==> src/rtl/lsom_pkg.sv <==
// Shared constants, codes and types of the layer stack order manager.
package lsom_pkg;

    // Layer count and the span of layer ids that exist for the block
    localparam int MAX_LAYERS = 256;
    localparam int LAYER_SPAN = (MAX_LAYERS < 256) ? MAX_LAYERS : 256;

    // Field widths
    localparam int ID_W  = 8;
    localparam int LVL_W = 9;
    localparam int REQ_W = 10;

    // Scan tree grouping: cells are reduced in groups, then across groups
    localparam int GRP_W = 4;
    localparam int GRP   = 1 << GRP_W;
    localparam int NGRP  = (LAYER_SPAN + GRP - 1) / GRP;

    // Result status codes
    localparam logic STAT_DONE    = 1'b0;
    localparam logic STAT_NO_FREE = 1'b1;

    // Operation codes
    typedef enum logic [1:0] {
        OP_ALLOC = 2'd0,
        OP_SET   = 2'd1,
        OP_FREE  = 2'd2
    } t_op;

    // Sequencer states
    typedef enum logic [1:0] {
        ST_IDLE,
        ST_SCAN,
        ST_RESOLVE,
        ST_EXEC
    } t_state;

    // Control broadcast to every cell of the row
    typedef struct packed {
        logic [ID_W-1:0]  tgt_id;
        logic [LVL_W-1:0] shown;
        logic             shift_up;
        logic             shift_dn;
        logic [LVL_W-1:0] lo;
        logic [LVL_W-1:0] hi;
        logic             wr_en;
        logic [LVL_W-1:0] wr_lvl;
        logic             use_set;
        logic             use_clr;
        logic [ID_W-1:0]  use_id;
    } t_cell_ctl;

    // Reduced view of the row for one transaction
    typedef struct packed {
        logic            found;
        logic [ID_W-1:0] old_idx;
        logic            in_use;
        logic            any_free;
        logic [ID_W-1:0] free_idx;
    } t_scan_res;

endpackage

==> src/rtl/lsom_scan.sv <==
// Two-stage registered reduction of the cell row: level of the target, its in-use flag, lowest free layer.
module lsom_scan
    import lsom_pkg::*;
(
    input  logic                  i_clk,
    input  logic [LAYER_SPAN-1:0] i_lvl_hit,
    input  logic [LAYER_SPAN-1:0] i_use_hit,
    input  logic [LAYER_SPAN-1:0] i_free,
    output t_scan_res             o_res
);

    logic             n_ghit  [NGRP];
    logic [GRP_W-1:0] n_gidx  [NGRP];
    logic             n_guse  [NGRP];
    logic             n_gfree [NGRP];
    logic [GRP_W-1:0] n_gfidx [NGRP];
    logic             r_ghit  [NGRP];
    logic [GRP_W-1:0] r_gidx  [NGRP];
    logic             r_guse  [NGRP];
    logic             r_gfree [NGRP];
    logic [GRP_W-1:0] r_gfidx [NGRP];
    t_scan_res        n_res;
    t_scan_res        r_res;

    // Reduce each group of cells; the level hit is one-hot, the free pick is lowest-first
    always_comb begin
        int k;
        for (int g = 0; g < NGRP; g++) begin
            n_ghit[g]  = 1'b0;
            n_gidx[g]  = '0;
            n_guse[g]  = 1'b0;
            n_gfree[g] = 1'b0;
            n_gfidx[g] = '0;
            for (int j = GRP - 1; j >= 0; j--) begin
                k = g * GRP + j;
                if (k < LAYER_SPAN) begin
                    if (i_lvl_hit[k]) begin
                        n_ghit[g] = 1'b1;
                        n_gidx[g] = n_gidx[g] | GRP_W'(j);
                    end
                    if (i_use_hit[k]) begin
                        n_guse[g] = 1'b1;
                    end
                    if (i_free[k]) begin
                        n_gfree[g] = 1'b1;
                        n_gfidx[g] = GRP_W'(j);
                    end
                end
            end
        end
    end

    always_ff @(posedge i_clk) begin
        for (int g = 0; g < NGRP; g++) begin
            r_ghit[g]  <= n_ghit[g];
            r_gidx[g]  <= n_gidx[g];
            r_guse[g]  <= n_guse[g];
            r_gfree[g] <= n_gfree[g];
            r_gfidx[g] <= n_gfidx[g];
        end
    end

    // Combine the groups
    always_comb begin
        n_res = '0;
        for (int g = NGRP - 1; g >= 0; g--) begin
            if (r_ghit[g]) begin
                n_res.found   = 1'b1;
                n_res.old_idx = n_res.old_idx | {(ID_W - GRP_W)'(g), r_gidx[g]};
            end
            if (r_guse[g]) begin
                n_res.in_use = 1'b1;
            end
            if (r_gfree[g]) begin
                n_res.any_free = 1'b1;
                n_res.free_idx = {(ID_W - GRP_W)'(g), r_gfidx[g]};
            end
        end
    end

    always_ff @(posedge i_clk) begin
        r_res <= n_res;
    end

    assign o_res = r_res;

endmodule

==> config.mk <==
export PLATFORM = sky130hd
export DESIGN_NAME = lsom_scan
export DESIGN_NICKNAME = d
export VERILOG_FILES = /design/src/rtl/lsom_pkg.sv /design/src/rtl/lsom_scan.sv
export SDC_FILE = /design/constraint.sdc
export NUM_CORES = 1
export LEC_CHECK = 0
export ABC_CLOCK_PERIOD_IN_PS = 1550
export BUFFER_PORTS_ARGS = -buffer_cell sky130_fd_sc_hd__buf_2
export CAP_MARGIN = 20
export CORE_AREA = 3 3 303 305
export DETAILED_ROUTE_END_ITERATION = 16
export DIE_AREA = 0 0 306 308
export PLACE_DENSITY = 0.35
export SYNTH_ARGS = -nofsm -noshare
export SYNTH_HDL_FRONTEND = slang
export SYNTH_SLANG_ARGS = --single-unit
export TNS_END_PERCENT = 1
==> constraint.sdc <==
create_clock -name i_clk -period 1.55 [get_ports i_clk]
set_clock_uncertainty 0.05 [all_clocks]
set_input_delay 0.2325 -clock i_clk [delete_from_list [all_inputs] [get_ports i_clk]]
set_output_delay 0.2325 -clock i_clk [all_outputs]
set_load 0.01 [all_outputs]
Word-level counts from Yosys, hierarchy flattened
Memories as Yosys holds them, arrays and structs flattened.
Index checks and enable logic that the tools add are counted.
{"block": "totals", "regBits": 19, "ramBits": 176, "in_bits": 769, "out_inout_bits": 19, "word_cells": 1332, "memories": 5}
{"block": "op_classes", "muxes": 1297, "bitwise": 15, "reduce_logical": 6}
{"memory": "r_gfidx", "words": 16, "width": 4, "rd": 16, "rd_ports_with_merged_regs": 0, "write_ports": 16, "line_no": "lsom_scan.sv:21", "source": "logic [GRP_W-1:0] r_gfidx [NGRP];"}
{"memory": "r_gidx", "words": 16, "width": 4, "rd": 16, "rd_ports_with_merged_regs": 0, "write_ports": 16, "line_no": "lsom_scan.sv:18", "source": "logic [GRP_W-1:0] r_gidx [NGRP];"}
{"memory": "r_gfree", "words": 16, "width": 1, "rd": 16, "rd_ports_with_merged_regs": 0, "write_ports": 16, "line_no": "lsom_scan.sv:20", "source": "logic r_gfree [NGRP];"}
{"memory": "r_ghit", "words": 16, "width": 1, "rd": 16, "rd_ports_with_merged_regs": 0, "write_ports": 16, "line_no": "lsom_scan.sv:17", "source": "logic r_ghit [NGRP];"}
{"memory": "r_guse", "words": 16, "width": 1, "rd": 16, "rd_ports_with_merged_regs": 0, "write_ports": 16, "line_no": "lsom_scan.sv:19", "source": "logic r_guse [NGRP];"}
{"op": "$mux 4", "count": 385}
{"op": "$mux 1", "count": 785}
{"op": "$mux 3", "count": 64}
{"op": "$mux 8", "count": 22}
{"op": "$mux 2", "count": 32}
{"op": "$or 8x8->8", "count": 7}
{"op": "$reduce_or 15->1", "count": 3}
{"op": "$or 8x7->8", "count": 4}
{"op": "$mux 7", "count": 4}
{"op": "$mux 9", "count": 2}
{"op": "$or 8x6->8", "count": 2}
{"op": "$mux 6", "count": 2}
{"op": "$or 8x4->8", "count": 1}
{"op": "$or 8x5->8", "count": 1}
{"op": "$reduce_or 8->1", "count": 1}
{"op": "$mux 5", "count": 1}
{"op": "$reduce_or 4->1", "count": 1}
{"op": "$reduce_or 2->1", "count": 1}

Longest topological paths before layout
An unclocked memory read counts as a cell.
{"block": "depth", "depth_word": 32, "ltp_mapped": 6, "ltp_nobuf": 5}

Worst setup path before layout
OpenSTA, ideal clock, no wires.
{"block": "synth_timing", "path_type": "register to register", "start": "mem r_gfree[4][0] (netlist: r_gfree[0][4])", "end": "reg r_res, in the netlist o_res[2]", "arrival_time_ns": 1.232, "t_required_ns": 1.385, "slack_ns": 0.154, "stages_incl_launch_ff": 7, "path_buffers": 1, "path_cell_list": "dfxtp_1 buf_6 nor2_4 o211ai_2 a2111oi_2 a21oi_1 o21a_1"}
{"element": "start: declaration", "line_no": "lsom_scan.sv:20"}
{"element": "end signal: assignment", "line_no": "lsom_scan.sv:82", "source": "r_res <= n_res;"}
{"element": "end: declaration", "line_no": "lsom_scan.sv:23", "source": "t_scan_res r_res;"}

==> metrics.yaml <==
cts_num_sinks: 195
power_mw: 12.9
pre_cts_slack_ns: -0.0595
initialDrtViolationCount: 875
synth_cells: 1141
core_um2: 89600
synthTopCellsByArea: "dfxtp_1 42%, nor4_1 16%, nor2_1 5.4%, nand2_1 5.2%, a21oi_1 3.2%"
antenna_found_initial: 15
dieArea_um2: 94200
grt_max_degree: 22
tns_ns: -0.288
place_hpwl_mm: 55.1
dp.cells: 3171
r2r_slack_ns: -0.03
synthArstFlopShare_pct: 0
hold_viol_final: 3
track_usage_pct: 13.8
worstRegToRegCells: 5
min_period_ns: 1.59
vias: 15100
root_buffer: "clkbuf_16"
rsz0062_at_grt: "yes"
synth_area_um2: 9240
setup_ws_ns: -0.0431
hold_path.class: "input port to register"
drv_cap: 0
synth_commonest_cells: "231 x nor4_1, 195 x dfxtp_1, 134 x nor2_1, 128 x nand2_1, 59 x a21oi_1"
drc: 0
drive_gt1_share_pct: 37.2
outcome: "finished, violations left"
grt_pass1_wl_mm: 96.8
cts_inserted_buffers: 17
tightestPinTransition_ns: 0.620
gp_congestion: 0.875
grt-ovfl-total: 0
syn_nets: 1910
yosys_warnings: 0
drtAntennaViolNets: 0
synth_seq_cells: 195
clock_latency_ns: 0.48
grt_pass1_vias: 16400
fillers: 9701
worstPathMaxFanout: 3
synth_cell_types: 45
slew_violations: 0
holdPathStages: 3
leakagePower_nw: 9.50
nets: 3337
synth_top_area_share_pct: 42.2
path_class: "input port to register"
ir_worst_vdd_mv: 0.771
finalCritPeriodShare_pct: 103
powerDensity_nw_per_um2: 595
final-seq-area_um2: 3900
clk_path_buf_depth: 2
port_buffers: 787
yosysMostFrequentCell: "nor4_1"
r2r-end: "o_res[2]"
synth-edff-count: 0
cts_tree: "built"
final_util_pct: 24.3
cts_setup_buffers: 0
whs_endpoint: "r_gidx[1][24]"
dieWidth_um: 306
ys_seq_area_share_pct: 42.2
synth.avg_cell_area_um2: 8.10
start_kind: "input port"
io_pins: 788
r2r-start: "r_gfree[1][2]"
post_drt_via_cell_ratio: 4.00
ys.flop_type: "dfxtp_1"
row_count: 110
cts.htree.levels: 4
slew_headroom_pct: 58.3
place_area_um2: 15200
fin_area_um2: 21800
setup_viol: 15
die_y_um: 308
clk_pin_slew_ns: 0.09
cp.required_ns: 1.87
yosysTopAreaCell: "dfxtp_1"
finalWirelength_mm: 68.3
min-delay-start: "i_lvl_hit[237]"
post_drt_wl_per_cell_um: 18.1
area_growth_pct: 135
fmax_mhz: 628
arrival_ns: 1.91
violations: "negative hold slack, negative setup slack"
multi_input_area_um2: 5480
fin_cells: 3767
drtPass1Iterations: 5
worst_setup_path_end_kind: "register"
whs_ns: -0.0392
start_util_pct: 10.3
registers in the layout (all words and copies together), names as in the netlist:
| signal | flops |
|---|---|
| r_gfidx | 64 |
| r_gfree | 16 |
| o_res | 19 |
| r_ghit | 16 |
| r_guse | 16 |
| r_gidx | 64 |
report_power, final:
group | switching, mW | leakage [nW] | internal, mW
logic | 1.28 | 7.62 | 1.84
registers | 0.0446 | 1.59 | 5.08
clock network | 2.50 | 0.292 | 2.20
total | 3.82 | 9.50 | 9.12
placed cells by master (no fill, tap or decap), drive strengths merged, types with 3 or more instances in the layout:
master / synthesis / final
o21bai: 17 / 17
a21oi: 59 / 59
or2: 4 / 4
nand2: 128 / 128
a221oi: 24 / 24
inv: 57 / 65
clkinv: 0 / 6
o311ai: 3 / 3
dlygate4sd3: 0 / 537
clkbuf: 1 / 17
dlymetal6s4s: 0 / 17
a21boi: 17 / 17
diode: 0 / 10
o221ai: 5 / 5
o21ai: 7 / 7
a22o: 16 / 16
nor2b: 9 / 9
nor3: 36 / 36
nor4: 231 / 231
dfxtp: 195 / 195
o211ai: 6 / 6
a211oi: 33 / 33
o22ai: 3 / 3
nand3: 32 / 32
buf: 4 / 859
o31a: 32 / 32
nor2: 135 / 135
nand2b: 19 / 19
nand4: 38 / 38
o31ai: 16 / 16
final cells by class:
class	instances	area share (%)
Inverter	57	0.983
Clock inverter	15	0.828
Clock buffer	17	1.95
Sequential cell	195	17.9
Timing Repair Buffer	1413	46.3
Tap cell	1176	6.76
Antenna cell	10	0.115
Multi-Input combinational cell	884	25.2
critical path, stage by stage:
cell and delay, ns:
dlygate4sd3_1 0.54, buf_2 0.14, a21oi_1 0.04, nor2_1 0.11, a211oi_2 0.04, o31a_1 0.24, dlygate4sd3_1 0.57
routing by layer:
layer  track usage [%]  up-vias  share of wire (%)  routed length, um
met4              6.90        2                4.3               2900
li1                  -     7338                  -                  -
met5                 0        -              0.019                 13
met2              22.8      581                 48              32500
met3              3.22      135                5.8               3940
met1              16.8     7008                 42              28900
worst max-delay path by stage:
stage	start	endpoint	slack, ns	cells past startpoint
after floorplan	r_gfree[0][4]	o_res[2]	0.15	6
after global placement	r_gfree[1][5]	o_res[2]	-0.03	5
after detailed placement	r_gfree[1][5]	o_res[2]	-0.06	5
after CTS	r_gfree[0][7]	o_res[3]	-0.01	5
after global routing	r_gfree[1][1]	o_res[0]	-0.12	5
final	i_free[22]	r_gfidx[0][4]	-0.04	7
cells by family (layout without fill, tap and decap cells):
family | after synthesis | in the layout | share of synthesized area (%)
flops | 195 | 195 | 42.2
simple gates | 637 | 637 | 35.4
buf+inv | 62 | 1502 | 2.64
compound gates | 247 | 247 | 19.8
other cells | 0 | 10 | 0
what timing repair did:
action	CTS	global route
cloned	0	0
endpoints found under the hold margin	163	3
hold buffers	553	1
pin swaps	1	2
gates resized for setup	6	76
endpoints found under the setup margin	4	54
Note: power is estimated with default switching activity, not from simulation.
