File: src/rtl/lsom_pkg.sv
// Shared constants, codes and types of the layer stack order manager.
package lsom_pkg;

    // Layer count and the span of layer ids that exist for the block
    localparam int MAX_LAYERS = 256;
    localparam int LAYER_SPAN = (MAX_LAYERS < 256) ? MAX_LAYERS : 256;

    // Field widths
    localparam int ID_W  = 8;
    localparam int LVL_W = 9;
    localparam int REQ_W = 10;

    // Scan tree grouping: cells are reduced in groups, then across groups
    localparam int GRP_W = 4;
    localparam int GRP   = 1 << GRP_W;
    localparam int NGRP  = (LAYER_SPAN + GRP - 1) / GRP;

    // Result status codes
    localparam logic STAT_DONE    = 1'b0;
    localparam logic STAT_NO_FREE = 1'b1;

    // Operation codes
    typedef enum logic [1:0] {
        OP_ALLOC = 2'd0,
        OP_SET   = 2'd1,
        OP_FREE  = 2'd2
    } t_op;

    // Sequencer states
    typedef enum logic [1:0] {
        ST_IDLE,
        ST_SCAN,
        ST_RESOLVE,
        ST_EXEC
    } t_state;

    // Control broadcast to every cell of the row
    typedef struct packed {
        logic [ID_W-1:0]  tgt_id;
        logic [LVL_W-1:0] shown;
        logic             shift_up;
        logic             shift_dn;
        logic [LVL_W-1:0] lo;
        logic [LVL_W-1:0] hi;
        logic             wr_en;
        logic [LVL_W-1:0] wr_lvl;
        logic             use_set;
        logic             use_clr;
        logic [ID_W-1:0]  use_id;
    } t_cell_ctl;

    // Reduced view of the row for one transaction
    typedef struct packed {
        logic            found;
        logic [ID_W-1:0] old_idx;
        logic            in_use;
        logic            any_free;
        logic [ID_W-1:0] free_idx;
    } t_scan_res;

endpackage

File: src/rtl/lsom_cell.sv
// One cell of the row: the layer id at one stacking level and the in-use flag of one layer.
module lsom_cell
    import lsom_pkg::*;
(
    input  logic             i_clk,
    input  logic             i_rst_n,
    input  t_cell_ctl        i_ctl,
    input  logic [LVL_W-1:0] i_cell_idx,
    input  logic [ID_W-1:0]  i_prev_id,
    input  logic [ID_W-1:0]  i_next_id,
    output logic [ID_W-1:0]  o_slot_id,
    output logic             o_lvl_hit,
    output logic             o_use_hit,
    output logic             o_free
);

    logic [ID_W-1:0] r_slot;
    logic [ID_W-1:0] n_slot;
    logic            r_in_use;
    logic            n_in_use;
    logic            w_use_sel;

    assign w_use_sel = (i_cell_idx == {1'b0, i_ctl.use_id});

    // Shift from a neighbor inside the moved range, then place the moved layer
    always_comb begin
        n_slot = r_slot;
        if (i_ctl.shift_up && (i_cell_idx > i_ctl.lo) && (i_cell_idx <= i_ctl.hi)) begin
            n_slot = i_prev_id;
        end
        if (i_ctl.shift_dn && (i_cell_idx >= i_ctl.lo) && (i_cell_idx < i_ctl.hi)) begin
            n_slot = i_next_id;
        end
        if (i_ctl.wr_en && (i_cell_idx == i_ctl.wr_lvl)) begin
            n_slot = i_ctl.tgt_id;
        end
    end

    // Claim or release this cell's layer
    always_comb begin
        n_in_use = r_in_use;
        if (i_ctl.use_set && w_use_sel) begin
            n_in_use = 1'b1;
        end
        if (i_ctl.use_clr && w_use_sel) begin
            n_in_use = 1'b0;
        end
    end

    always_ff @(posedge i_clk) begin
        r_slot <= n_slot;
    end

    always_ff @(posedge i_clk) begin
        if (!i_rst_n) begin
            r_in_use <= 1'b0;
        end else begin
            r_in_use <= n_in_use;
        end
    end

    assign o_slot_id = r_slot;
    assign o_lvl_hit = (r_slot == i_ctl.tgt_id) && (i_cell_idx < i_ctl.shown);
    assign o_use_hit = r_in_use && (i_cell_idx == {1'b0, i_ctl.tgt_id});
    assign o_free    = !r_in_use;

endmodule

File: config.mk
export PLATFORM = sky130hd
export DESIGN_NAME = lsom_cell
export DESIGN_NICKNAME = d
export VERILOG_FILES = /design/src/rtl/lsom_pkg.sv /design/src/rtl/lsom_cell.sv
export SDC_FILE = /design/constraint.sdc
export NUM_CORES = 1
export LEC_CHECK = 0
export BUFFER_PORTS_ARGS = -buffer_cell sky130_fd_sc_hd__clkbuf_2
export CAP_MARGIN = 10
export CORE_MARGIN = 4
export CORE_UTILIZATION = 47
export DETAILED_ROUTE_END_ITERATION = 7
export PLACE_DENSITY = 0.87
export SETUP_SLACK_MARGIN = 0.4
export SYNTH_ARGS = -nofsm -noshare
export SYNTH_HDL_FRONTEND = slang
export SYNTH_SLANG_ARGS = --single-unit
File: constraint.sdc
create_clock -name i_clk -period 5.67 [get_ports i_clk]
set_input_delay 0.567 -clock i_clk [delete_from_list [all_inputs] [get_ports i_clk]]
set_output_delay 0.567 -clock i_clk [all_outputs]
set_load 0.01 [all_outputs]
## After elaboration in Yosys (flattened, before gate mapping)

Index checks and enable logic that the tools add are counted.
W data, S select, Z words.

- Flip-flop bits (word level): 9
- Word-level logic and storage cells: 27

- Order comparisons: 5
- Equality and inequality tests: 4
- Mux-type cells: 3
- Bitwise gates (word level): 1
- Reduce and logical (&&, ||, !) cells: 12

Operators by type and width:

| cell | number |
|---|---|
| $mux W8 | 3 |
| $eq A9 B8 Y1 | 2 |
| $lt A9 B9 Y1 | 2 |
| $eq A9 B9 Y1 | 1 |
| $ge A9 B9 Y1 | 1 |
| $gt A9 B9 Y1 | 1 |
| $le A9 B9 Y1 | 1 |
| $logic_and A1 B1 Y1 | 9 |
| $eq A8 B8 Y1 | 1 |
| $reduce_bool A3 Y1 | 1 |
| $reduce_or A2 Y1 | 1 |
| $logic_not A1 Y1 | 1 |
| $not A1 Y1 | 1 |

## Depth between registers and ports, before layout

Gate-level depths: netlist (run 1).

- Word-level depth: 6
- Mapped depth: 9
- Mapped depth without buffers: 8

## Worst setup path before layout (run 1)

No wires, ideal clock.

- Path type: input to register
- Start: input i_ctl[24] (netlist bit)
- End: register r_slot[0], in the netlist o_slot_id[0] (enable)
- Library setup time: 0.337 ns
- Arrival: 1.973 ns
- Required time: 5.333 ns
- Setup slack: 3.360 ns
- Cell stages on the path: 9
- Path buffers: 1
- Path through: inv_1 ha_1 a41oi_1 o21ai_0 nand3_1 and3_1 buf_2 o221ai_1 nand3_1

- Cells in the longest elaborated chain, start to end: 3

Ends and longest elaborated chain:

| element | RTL line | source |
|---|---|---|
| from (decl) | lsom_cell.sv:7 | `input t_cell_ctl i_ctl,` |
| $le A9 B9 Y1 / $lt A9 B9 Y1 (equally long branches) | lsom_cell.sv:28, lsom_cell.sv:31 |  |
| $logic_and A1 B1 Y1 (on tied branches) | lsom_cell.sv:28, lsom_cell.sv:31 |  |
| $reduce_bool A3 Y1 (no source line) (*) | n/a |  |
| to (signal assigned) | lsom_cell.sv:51 | `r_slot <= n_slot;` |
| to (decl) | lsom_cell.sv:17 | `logic [ID_W-1:0] r_slot;` |

Every way passes the cells marked *; elsewhere a longest branch is shown, timed or not.
A chain may end at the register's enable or synchronous reset.

## Worst setup path in the final report (run 1)

- Start: input i_cell_idx[1]
- End: output o_lvl_hit

- Cells in the longest elaborated chain, start to end: 2

Ends and longest elaborated chain:

| element | RTL line | source |
|---|---|---|
| from (decl) | lsom_cell.sv:8 | `input logic [LVL_W-1:0] i_cell_idx,` |
| $lt A9 B9 Y1 | lsom_cell.sv:63 | `assign o_lvl_hit = (r_slot == i_ctl.tgt_id) && (i_cell_idx < i_ctl.shown);` |
| $logic_and A1 B1 Y1 | lsom_cell.sv:63 |  |
| to (decl) | lsom_cell.sv:12 | `output logic o_lvl_hit,` |

Every way passes these cells.

==> flow_summary.yaml, run 1 <==
run_status:
  status: "completed"
flow_run:
  max_cap_violations: 0
worst_setup_path:
  reg2reg_from: "r_in_use"
  timing.critical_path.cells: "clkbuf_2 -> ha_1 -> a21boi_0 -> o21a_1 -> o21ai_0 -> a21oi_1 -> a21oi_1 -> clkbuf_2"
  crit_path_max_incr_delay_ns: 0.30
  timing.critical_path.to_type: "output pin"
  critPathBufInv: 2
  worst_setup_path_startpoint: "i_cell_idx[1]"
  timing.critical_path.from_type: "primary input"
  worstPathMaxFanout: 6
  critical_path_arrival_ns: 1.93
  setup.worst_path.class: "primary input to output pin"
  critical_path_required_ns: 5.10
  critical_path_cell_with_the_highest_stage_delay: "sky130_fd_sc_hd__ha_1"
  crit_family: "compound AO/OA/AOI/OAI gates"
finish:
  post_route_cells_drive_above_1_share: 0.363
  antennaDiodeCount: 0
  layout.cells.most_common: "sky130_fd_sc_hd__clkbuf_2"
  nNetsFinal: 395
  synthToLayoutAreaGrowth_pct: 34.4
  final_cell_mix: "sky130_fd_sc_hd__clkbuf_2, sky130_fd_sc_hd__inv_1, sky130_fd_sc_hd__ha_1, sky130_fd_sc_hd__xnor2_1, sky130_fd_sc_hd__xor2_1"
die:
  fp.dieH_um: 65.4
  die-area_um2: 4270
  chipWidth_um: 65.4
  io-pin-count: 95
  core_outline_area_um2: 3100
  floorplan.initialDensity: 0.498
  fp-row-count: 20
placement:
  hpwl_um: 4010
  port-buffer-count: 94
  routabilityCongestion: 0.873
clocking:
  cts_buffers: 3
  ctsResizeCount: 0
  postCtsSetupRepairBufs: 0
  cts-root-buf: "sky130_fd_sc_hd__clkbuf_4"
  cts_max_level: 1
  insertion_delay_ns: 0.26
  deepest_clock_path_buffer_count: 2
  tritoncts_clock_tree: "built"
  cts_hold_repair.buffers: 0
  cts_num_sinks: 9
  clk_transition_reported_paths_ns: 0.06
timing:
  final-hold-violation-count: 0
  minimum_period_implied_by_the_final_worst_setup_slack_ns: 2.50
  hold_ws_ns: 0.481
  timing.fmax_ghz: 0.400
  worst_pin_slew_ns: 0.441
  final.setup.tns_ns: 0
  clock-skew-final_ns: 0
  slew_headroom: 0.705
  final_max_slew_viol_count: 0
  grt_setup_unrepaired: "false"
  post-route-period-util: 0.441
  finalSetupViolCount: 0
route:
  postRouteWirelength_um: 4540
  num_vias: 1706
  first_iter_violations: 55
  remaining_drc_errors: 0
  ant_nets: 0
  wl_per_cell_um: 13.8
  firstDrtPassIters: 4
  dr_vias_cell: 5.20
pwr:
  p_leak_nw: 1.12
  share_seq_of_total_power: 0.322
  comb_power_share: 0.509
  share_clk_of_total_power: 0.169
  internal-power_mw: 0.181
  switching_share: 0.366
  power_density_over_cell_area_nw_per_um2: 138
  sw_power_mw: 0.104
  ir_drop_uv: 86.3
logic_synthesis:
  synth_area_per_cell_um2: 8.18
  ys_types: 32
  mapped_cells: 189
  synth_async_sr_flop_share: 0
  synth_area_um2: 1550
  synth_warnings: 0
  mappedNetlistNets: 299
  synth-seq-cells: 9
  seq_area_frac_synth: 0.168
  synth_enable_flop_cells: 8
  ys.flop_type: "sky130_fd_sc_hd__edfxtp_1"
grt:
  grt_first_pass_wirelength_um: 7290
  grt_max_degree: 18
  globalRouteTotalUtil: 0.212
  globalRouteOverflowTotal: 0
  antenna_found_initial: 0
  number_of_global_route_vias_before_repair: 1645
min_path:
  min_from: "r_in_use"
  holdCritPathClass: "flop to flop"
-- power groups by stage --
stage / Combinational, mW / Clock (mW) / Sequential (mW)
2_1_floorplan: 0.0774 / 0 / 0.0972
3_3_place_gp: 0.141 / 0 / 0.0933
3_5_place_dp: 0.145 / 0 / 0.0935
4_1_cts: 0.146 / 0.0497 / 0.0922
5_1_grt: 0.163 / 0.0546 / 0.0932
6_report: 0.146 / 0.0483 / 0.0920
-- worst register-to-register path, delay by kind of cell, from the launching register on --
kind               cells  cell delay [ns]
DFF                    1             0.31
and+or+nand+nor        1             0.05
AOI/OAI and AO/OA      1             0.11
-- routing by layer --
| metal | share of wire | global-route usage |
|---|---|---|
| met4 | 0.0064 | 0.0415 |
| met5 | 0 | 0 |
| met3 | 0.058 | 0.0205 |
| met1 | 0.43 | 0.261 |
| met2 | 0.50 | 0.399 |
-- final cells by class --
type | count | area, um2
fillers | 277 | 1020
flip-flops and latches | 9 | 260
well taps | 44 | 55.1
multi-input cells | 149 | 1160
clock buffers | 4 | 26.3
repair buffers | 94 | 470
inverters | 28 | 105
-- cell usage after synthesis, drive strengths merged (3+ instances only) --
cell type   n  share of area
o21a        3          0.015
nor2       10          0.024
xor2       16          0.091
nand2      15          0.036
edfxtp      8           0.16
nor3        3         0.0097
a31oi       9          0.036
o21ai       4          0.013
xnor2      17          0.096
nand4      15          0.069
nand3       5          0.016
inv        28          0.068
ha         26           0.21
buf         3          0.013
a21oi      10          0.032
nor4        5          0.028
-- cell families (layout without fill, tap and decap cells) --
kind of cell | Yosys count | after routing | share of synthesized area
simple gates | 56 | 56 | 0.209
compound gates | 34 | 34 | 0.145
xor+xnor | 33 | 33 | 0.187
buf+inv | 31 | 126 | 0.0809
fa+ha+maj | 26 | 26 | 0.210
flops | 9 | 9 | 0.168
-- stage by stage --
| step | std cells | setup slack (ns) | total power [mW] | utilization | cell area [um2] |
|---|---|---|---|---|---|
| floorplan | 189 | 3.36 | 0.175 | - | 1550 |
| global placement | 324 | 3.06 | 0.235 | 0.661 | 2050 |
| detailed placement | 324 | 2.99 | 0.239 | 0.661 | 2050 |
| CTS | 328 | 3.19 | 0.288 | 0.670 | 2080 |
| global route | 328 | 3.03 | 0.311 | 0.670 | 2080 |
| finish | 328 | 3.17 | 0.286 | 0.670 | 2080 |
-- worst paths after layout --
path / slack (ns) / cells past startpoint / endpoint
worst min register to register: 0.48 / 2 / r_in_use
worst max-delay path: 3.17 / 8 / o_lvl_hit
worst min-delay path: 0.48 / 2 / r_in_use
worst max register to register: 5.10 / 2 / r_in_use
-- state kept, by name, indices dropped and copies added, names as in the netlist --
signal / flops
o_slot_id: 8
r_in_use: 1
Power figures use the tool's default switching activity.
==> inputs of run 2 (changes only) <==
--- a/config.mk
+++ b/config.mk
@@ -5,12 +5,13 @@
 export SDC_FILE = /design/constraint.sdc
 export NUM_CORES = 1
 export LEC_CHECK = 0
+export ABC_AREA = 1
 export BUFFER_PORTS_ARGS = -buffer_cell sky130_fd_sc_hd__clkbuf_2
 export CAP_MARGIN = 10
 export CORE_MARGIN = 4
 export CORE_UTILIZATION = 47
 export DETAILED_ROUTE_END_ITERATION = 7
-export PLACE_DENSITY = 0.87
+export PLACE_DENSITY = 0.82
 export SETUP_SLACK_MARGIN = 0.4
 export SYNTH_ARGS = -nofsm -noshare
 export SYNTH_HDL_FRONTEND = slang
==> constraint.sdc (replaced) <==
create_clock -name i_clk -period 2.4 [get_ports i_clk]
set_input_delay 0.24 -clock i_clk [delete_from_list [all_inputs] [get_ports i_clk]]
set_output_delay 0.24 -clock i_clk [all_outputs]
set_load 0.01 [all_outputs]
==> run 2 against run 1 <==
Against the previous run:
- routed wire length is 12% higher
- clock power grew to 3.5 times the previous value
- count of clock-buffer cells in the layout stayed put
- via count is 28% higher
==> flow_summary.yaml, run 2 <==
clocking:
  cts_max_level: 1
  insertion_delay_ns: 0.23
  deepest_clock_path_buffer_count: 2
  postCtsSetupRepairBufs: 0
  tritoncts_clock_tree: "built"
  cts_num_sinks: 9
  clk_transition_reported_paths_ns: 0.04
  cts_buffers: 3
  cts-root-buf: "sky130_fd_sc_hd__clkbuf_8"
logic_synthesis:
  share_of_synthesized_cell_area_in_full_adder_half_adder_and_majority_cells: 0.175
  synth_warnings: 0
  synth_commonest_cells: "sky130_fd_sc_hd__nand2_1, sky130_fd_sc_hd__inv_1, sky130_fd_sc_hd__ha_1"
  synth_top_cell_by_area: "sky130_fd_sc_hd__ha_1"
  synth_mux_area_frac: 0
  seq_area_frac_synth: 0.140
  synth-compound-area-share: 0.0891
  synth_async_sr_flop_share: 0
  synth_area_per_cell_um2: 6.46
  synth_most_common_cell: "sky130_fd_sc_hd__nand2_1"
  synthesized_area_fraction_occupied_by_and_or_nand_nor_cells: 0.379
  ys.flop_type: "sky130_fd_sc_hd__edfxtp_1"
  ys_types: 35
  synth_area_um2: 1850
  yosys.area_share.xor_xnor: 0.0709
  netlist.area_leader.share: 0.175
  synth_enable_flop_cells: 8
  mapped_cells: 287
  netlist_top_cells_area: "sky130_fd_sc_hd__ha_1, sky130_fd_sc_hd__edfxtp_1, sky130_fd_sc_hd__nand2_1"
  synth_top_family_by_area: "simple AND/OR/NAND/NOR gates"
  synth-seq-cells: 9
  mappedNetlistNets: 397
finish:
  layoutNonFillerInstCount: 431
  nNetsFinal: 494
  final_cell_mix: "sky130_fd_sc_hd__clkbuf_2, sky130_fd_sc_hd__nand2_1, sky130_fd_sc_hd__inv_1, sky130_fd_sc_hd__ha_1, sky130_fd_sc_hd__nor2_1"
  largest_reg_flops: 8
  final_util: 0.648
  fillers: 368
  synthToLayoutAreaGrowth_pct: 30.8
  antennaDiodeCount: 0
  layout.cells.most_common: "sky130_fd_sc_hd__clkbuf_2"
  post_route_cells_drive_above_1_share: 0.319
timing:
  final-hold-violation-count: 0
  slew_headroom: 0.822
  clock-skew-final_ns: 0
  timing.fmax_ghz: 0.569
  grt_setup_unrepaired: "false"
  final.setup.tns_ns: 0
  minimum_period_implied_by_the_final_worst_setup_slack_ns: 1.76
  post-route-period-util: 0.732
  final_max_slew_viol_count: 0
  finalSetupViolCount: 0
  worst_pin_slew_ns: 0.267
worst_setup_path:
  critical_path_cell_with_the_highest_stage_delay: "sky130_fd_sc_hd__ha_1"
  critical_path_required_ns: 2.32
  timing.critical_path.cells: "clkbuf_2 -> ha_1 -> nand2_1 -> inv_1 -> nand2_1 -> nand2_1 -> nand2_1 -> nand2_2 -> nor2_4 -> nand3_4 -> nand3_2"
  critical_path_arrival_ns: 1.68
  critical-path-top-cell-by-count: "sky130_fd_sc_hd__nand2_1"
  critPathBufInv: 2
  timing.critical_path.to_type: "flop"
  timing.critical_path.from_type: "primary input"
  crit_path_max_incr_delay_ns: 0.34
  worstPathMaxFanout: 9
  setup.worst_path.class: "primary input to flop"
  crit_family: "simple AND/OR/NAND/NOR gates"
  reg2reg_from: "r_in_use"
  worst_setup_path_startpoint: "i_cell_idx[4]"
route:
  remaining_drc_errors: 0
  dr_vias_cell: 5.06
  postRouteWirelength_um: 5070
  firstDrtPassIters: 4
  num_vias: 2181
  first_iter_violations: 103
  wl_per_cell_um: 11.8
  ant_nets: 0
pwr:
  p_leak_nw: 1.45
  ir_drop_uv: 165
  total_power_mw: 0.780
  power_density_over_cell_area_nw_per_um2: 322
die:
  io-pin-count: 95
  die-area_um2: 5010
  chipWidth_um: 70.8
  fp-row-count: 22
  core_outline_area_um2: 3740
  floorplan.initialDensity: 0.495
  fp.dieH_um: 70.8
flow_run:
  max_cap_violations: 0
grt:
  grt_max_degree: 10
  antenna_found_initial: 0
  grt_first_pass_wirelength_um: 7960
  number_of_global_route_vias_before_repair: 1933
  globalRouteOverflowTotal: 0
  globalRouteTotalUtil: 0.192
min_path:
  holdCritPathClass: "primary input to flop"
  min_from: "i_rst_n"
placement:
  routabilityCongestion: 0.929
  hpwl_um: 4490
  placed_insts: 427
  port-buffer-count: 94
run_status:
  status: "completed"
-- run 2: changes by cell type in the layout (fill, tap and decap cells not counted), sizes merged, moves of 9 or more --
cell   change
xor2       -9
a31oi      -9
xnor2      -9
nand3     +14
nand2     +49
inv       +41
nor2      +17
-- run 2: stage by stage --
stage / cell area, um2 / setup slack [ns] / hold WS (ns)
after global placement: 2370 / 0.335 / 0.463
final: 2420 / 0.643 / 0.225
after floorplan: 1850 / 0.602 / 0.363
after global routing: 2420 / 0.522 / 0.231
after detailed placement: 2370 / 0.258 / 0.466
after CTS: 2420 / 0.494 / 0.227
-- run 2: area by class of cell --
cell class / instances / area, um2 / area share
clock buffer: 4 / 45.0 / 0.0186
timing repair buffer: 94 / 470 / 0.194
multi-input combinational: 207 / 1330 / 0.549
tap: 48 / 60.1 / 0.0248
inverter: 69 / 259 / 0.107
sequential: 9 / 260 / 0.107
-- run 2: cell families (layout without fill, tap and decap cells) --
family | count (synthesis) | in the layout
flops | 9 | 9
buf+inv | 71 | 167
fa+ha+maj | 26 | 26
simple gates | 139 | 139
xor+xnor | 15 | 15
compound gates | 27 | 27
-- run 2: timing repair --
action | 4_1_cts | 5_1_grt
setup endpoints to repair | 0 | 8
gates resized for setup | 0 | 1
hold buffers | 0 | 0
-- run 2: tightest hold or removal path, stage by stage --
cell	delay, ns
sky130_fd_sc_hd__clkbuf_2	0.08
sky130_fd_sc_hd__nand2_1	0.05
sky130_fd_sc_hd__a21oi_1	0.04
-- run 2: layer usage --
metal | global-route usage | up-vias | share of wire
li1 | - | 1136 | -
met1 | 0.244 | 963 | 0.43
met2 | 0.337 | 71 | 0.49
met3 | 0.0213 | 11 | 0.063
met4 | 0.0605 | 0 | 0.016
met5 | 0 | - | 0
-- run 2: power breakdown --
part	switching, mW	internal, mW	total, mW
Sequential	0.0180	0.203	0.221
Combinational	0.222	0.169	0.391
Clock	0.0539	0.115	0.169
Total	0.293	0.487	0.780
-- run 2: worst paths after layout --
kind / depth (start not counted) / slack [ns] / endpoint
hold / removal: 3 / 0.22 / r_in_use
setup reg to reg: 2 / 1.82 / r_in_use
setup / recovery: 11 / 0.64 / o_slot_id[2]
hold reg to reg: 2 / 0.51 / r_in_use
==> inputs of run 3 (changes only) <==
--- a/config.mk
+++ b/config.mk
@@ -5,13 +5,13 @@
 export SDC_FILE = /design/constraint.sdc
 export NUM_CORES = 1
 export LEC_CHECK = 0
-export ABC_AREA = 1
+export ABC_AREA = 0
 export BUFFER_PORTS_ARGS = -buffer_cell sky130_fd_sc_hd__clkbuf_2
 export CAP_MARGIN = 10
 export CORE_MARGIN = 4
-export CORE_UTILIZATION = 47
+export CORE_UTILIZATION = 40
 export DETAILED_ROUTE_END_ITERATION = 7
-export PLACE_DENSITY = 0.82
+export PLACE_DENSITY = 0.78
 export SETUP_SLACK_MARGIN = 0.4
 export SYNTH_ARGS = -nofsm -noshare
 export SYNTH_HDL_FRONTEND = slang
==> constraint.sdc (replaced) <==
create_clock -name i_clk -period 1.43 [get_ports i_clk]
set_input_delay 0.143 -clock i_clk [delete_from_list [all_inputs] [get_ports i_clk]]
set_output_delay 0.143 -clock i_clk [all_outputs]
set_load 0.01 [all_outputs]
==> run 3 against run 2 <==
Against the previous run:
- the flow now finishes with violations (negative setup slack)
- global-route usage grew 5.5 points
- sequential power grew 69%
- clock power grew 84%
- count of clock-buffer cells in the layout stayed put
- critical path depth down 5
- critical endpoint is now o_lvl_hit
- largest power group unchanged
- highest routed layer unchanged
==> flow_summary.yaml, run 3 (same netlist as run 1, synthesis figures left out) <==
finish:
  layout.cells.most_common: "sky130_fd_sc_hd__clkbuf_2"
  final_cell_mix: "sky130_fd_sc_hd__clkbuf_2, sky130_fd_sc_hd__buf_4, sky130_fd_sc_hd__buf_6, sky130_fd_sc_hd__xor2_1, sky130_fd_sc_hd__xnor2_1"
  antennaDiodeCount: 0
  final_util: 0.816
  ff_latch_area_um2: 260
  synthToLayoutAreaGrowth_pct: 94.7
  nNetsFinal: 433
  post_route_cells_drive_above_1_share: 0.593
  fillers: 213
  multi_input_comb_area_um2: 1510
  largest_reg_flops: 8
  finalInstanceArea_um2: 3010
worst_setup_path:
  critical-path-top-cell-by-count: "sky130_fd_sc_hd__nand4_1"
  worstPathMaxFanout: 2
  timing.critical_path.to_type: "output pin"
  reg2reg_depth: 2
  timing.critical_path.cells: "xnor2_1 -> nand4_1 -> a2111oi_2 -> nand4_1 -> a21oi_2 -> buf_2"
  crit_family: "flip-flops"
  crit_path_max_incr_delay_ns: 0.42
  critical_path_arrival_ns: 1.78
  critical_path_cell_with_the_highest_stage_delay: "sky130_fd_sc_hd__edfxtp_1"
  crit_cells: 6
  critPathBufInv: 1
  setup.worst_path.class: "flop to output pin"
  critical_path_required_ns: 1.29
  timing.critical_path.from_type: "flop"
grt:
  globalRouteOverflowTotal: 0
  grt_first_pass_wirelength_um: 9800
  grt_max_degree: 18
  globalRouteTotalUtil: 0.247
  number_of_global_route_vias_before_repair: 2078
  antenna_found_initial: 0
timing:
  final_critical_path_setup_slack_ns: -0.496
  clock-skew-final_ns: 0
  finalSetupViolCount: 18
  grt_setup_unrepaired: "true"
  final-hold-violation-count: 0
  minimum_period_implied_by_the_final_worst_setup_slack_ns: 1.93
  worst_pin_slew_ns: 0.368
  slew_headroom: 0.752
  post-route-period-util: 1.35
  final_max_slew_viol_count: 0
  timing.fmax_ghz: 0.519
route:
  wl_per_cell_um: 18.5
  postRouteWirelength_um: 6850
  ant_nets: 0
  dr_vias_cell: 5.52
  remaining_drc_errors: 0
  firstDrtPassIters: 4
  num_vias: 2042
  first_iter_violations: 115
clocking:
  cts-root-buf: "sky130_fd_sc_hd__clkbuf_8"
  cts_num_sinks: 9
  insertion_delay_ns: 0.24
  cts_buffers: 3
  tritoncts_clock_tree: "built"
  deepest_clock_path_buffer_count: 2
  cts_max_level: 1
  clk_transition_reported_paths_ns: 0.05
  cts_hold_repair.buffers: 0
run_status:
  failed_checks: "negative setup slack"
  status: "finished with violations"
die:
  fp.dieH_um: 70.2
  fp-row-count: 22
  core_outline_area_um2: 3690
  io-pin-count: 95
  die-area_um2: 4930
  floorplan.initialDensity: 0.419
  chipWidth_um: 70.2
pwr:
  ir_drop_uv: 581
  p_leak_nw: 1.43
  power_density_over_cell_area_nw_per_um2: 554
placement:
  placed_area_um2: 2530
  port-buffer-count: 94
  hpwl_um: 4580
  routabilityCongestion: 0.842
min_path:
  holdCritPathClass: "primary input to flop"
  whs_path_depth: 3
flow_run:
  max_cap_violations: 0
==> run 3: changes by cell type in the layout (fill, tap and decap cells not counted), moves of 9 or more <==
cell / before / now
sky130_fd_sc_hd__a31oi_1: 0 / 9
sky130_fd_sc_hd__buf_4: 0 / 22
sky130_fd_sc_hd__buf_6: 0 / 20
sky130_fd_sc_hd__clkbuf_2: 94 / 76
sky130_fd_sc_hd__ha_1: 26 / 12
sky130_fd_sc_hd__ha_4: 0 / 14
sky130_fd_sc_hd__inv_1: 60 / 14
sky130_fd_sc_hd__nand2_1: 61 / 10
sky130_fd_sc_hd__nand3_1: 16 / 3
sky130_fd_sc_hd__nor2_1: 23 / 6
sky130_fd_sc_hd__xor2_1: 7 / 16
==> run 3: routing by layer <==
| metal | up-vias | share of wire | GRT usage |
|---|---|---|---|
| li1 | 956 | - | - |
| met4 | 0 | 0.027 | 0.0915 |
| met2 | 110 | 0.52 | 0.450 |
| met5 | - | 0 | 0 |
| met3 | 19 | 0.075 | 0.0504 |
| met1 | 957 | 0.38 | 0.279 |
==> run 3: area by class of cell <==
type	count	share of cell area
clock buffers	4	0.0150
well taps	48	0.0199
repair buffers	131	0.337
flip-flops and latches	9	0.0864
multi-input cells	150	0.503
inverters	28	0.0391
==> run 3: power by group <==
| part | switching (mW) | internal, mW | leakage, nW |
|---|---|---|---|
| clock | 0.116 | 0.196 | 0.0228 |
| sequential | 0.0347 | 0.338 | 0.0822 |
| combinational | 0.455 | 0.530 | 1.33 |
==> run 3: worst reg2reg max path, stage by stage, from the launching register on <==
cell	delay (ns)
sky130_fd_sc_hd__dfxtp_1	0.31
sky130_fd_sc_hd__a21oi_1	0.13
sky130_fd_sc_hd__nor2_1	0.07
==> run 3: path summary, 6_finish.rpt <==
| path | start | to | slack, ns |
|---|---|---|---|
| worst max-delay path | o_slot_id[0] | o_lvl_hit | -0.50 |
| worst min register to register | r_in_use | r_in_use | 0.54 |
| worst min-delay path | i_rst_n | r_in_use | 0.17 |
| worst max register to register | r_in_use | r_in_use | 0.81 |
==> run 3: metrics by stage <==
step / setup TNS [ns] / hold slack, ns / cells / power (mW) / setup slack (ns)
final: -2.32 / 0.167 / 370 / 1.67 / -0.496
after global routing: -3.54 / 0.178 / 370 / 1.77 / -0.631
after CTS: -1.86 / 0.144 / 363 / 1.54 / -0.371
after detailed placement: -5.81 / 0.389 / 355 / 1.14 / -0.340
after global placement: -5.43 / 0.391 / 355 / 1.12 / -0.319
after floorplan: -2.87 / 0.262 / 189 / 0.774 / -0.186
==> run 3: what timing repair did <==
item	4_1_cts	5_1_grt
gates cloned	1	2
setup buffers	3	5
pin swaps	31	22
endpoints found under the setup margin	24	24
gates resized for setup	40	35
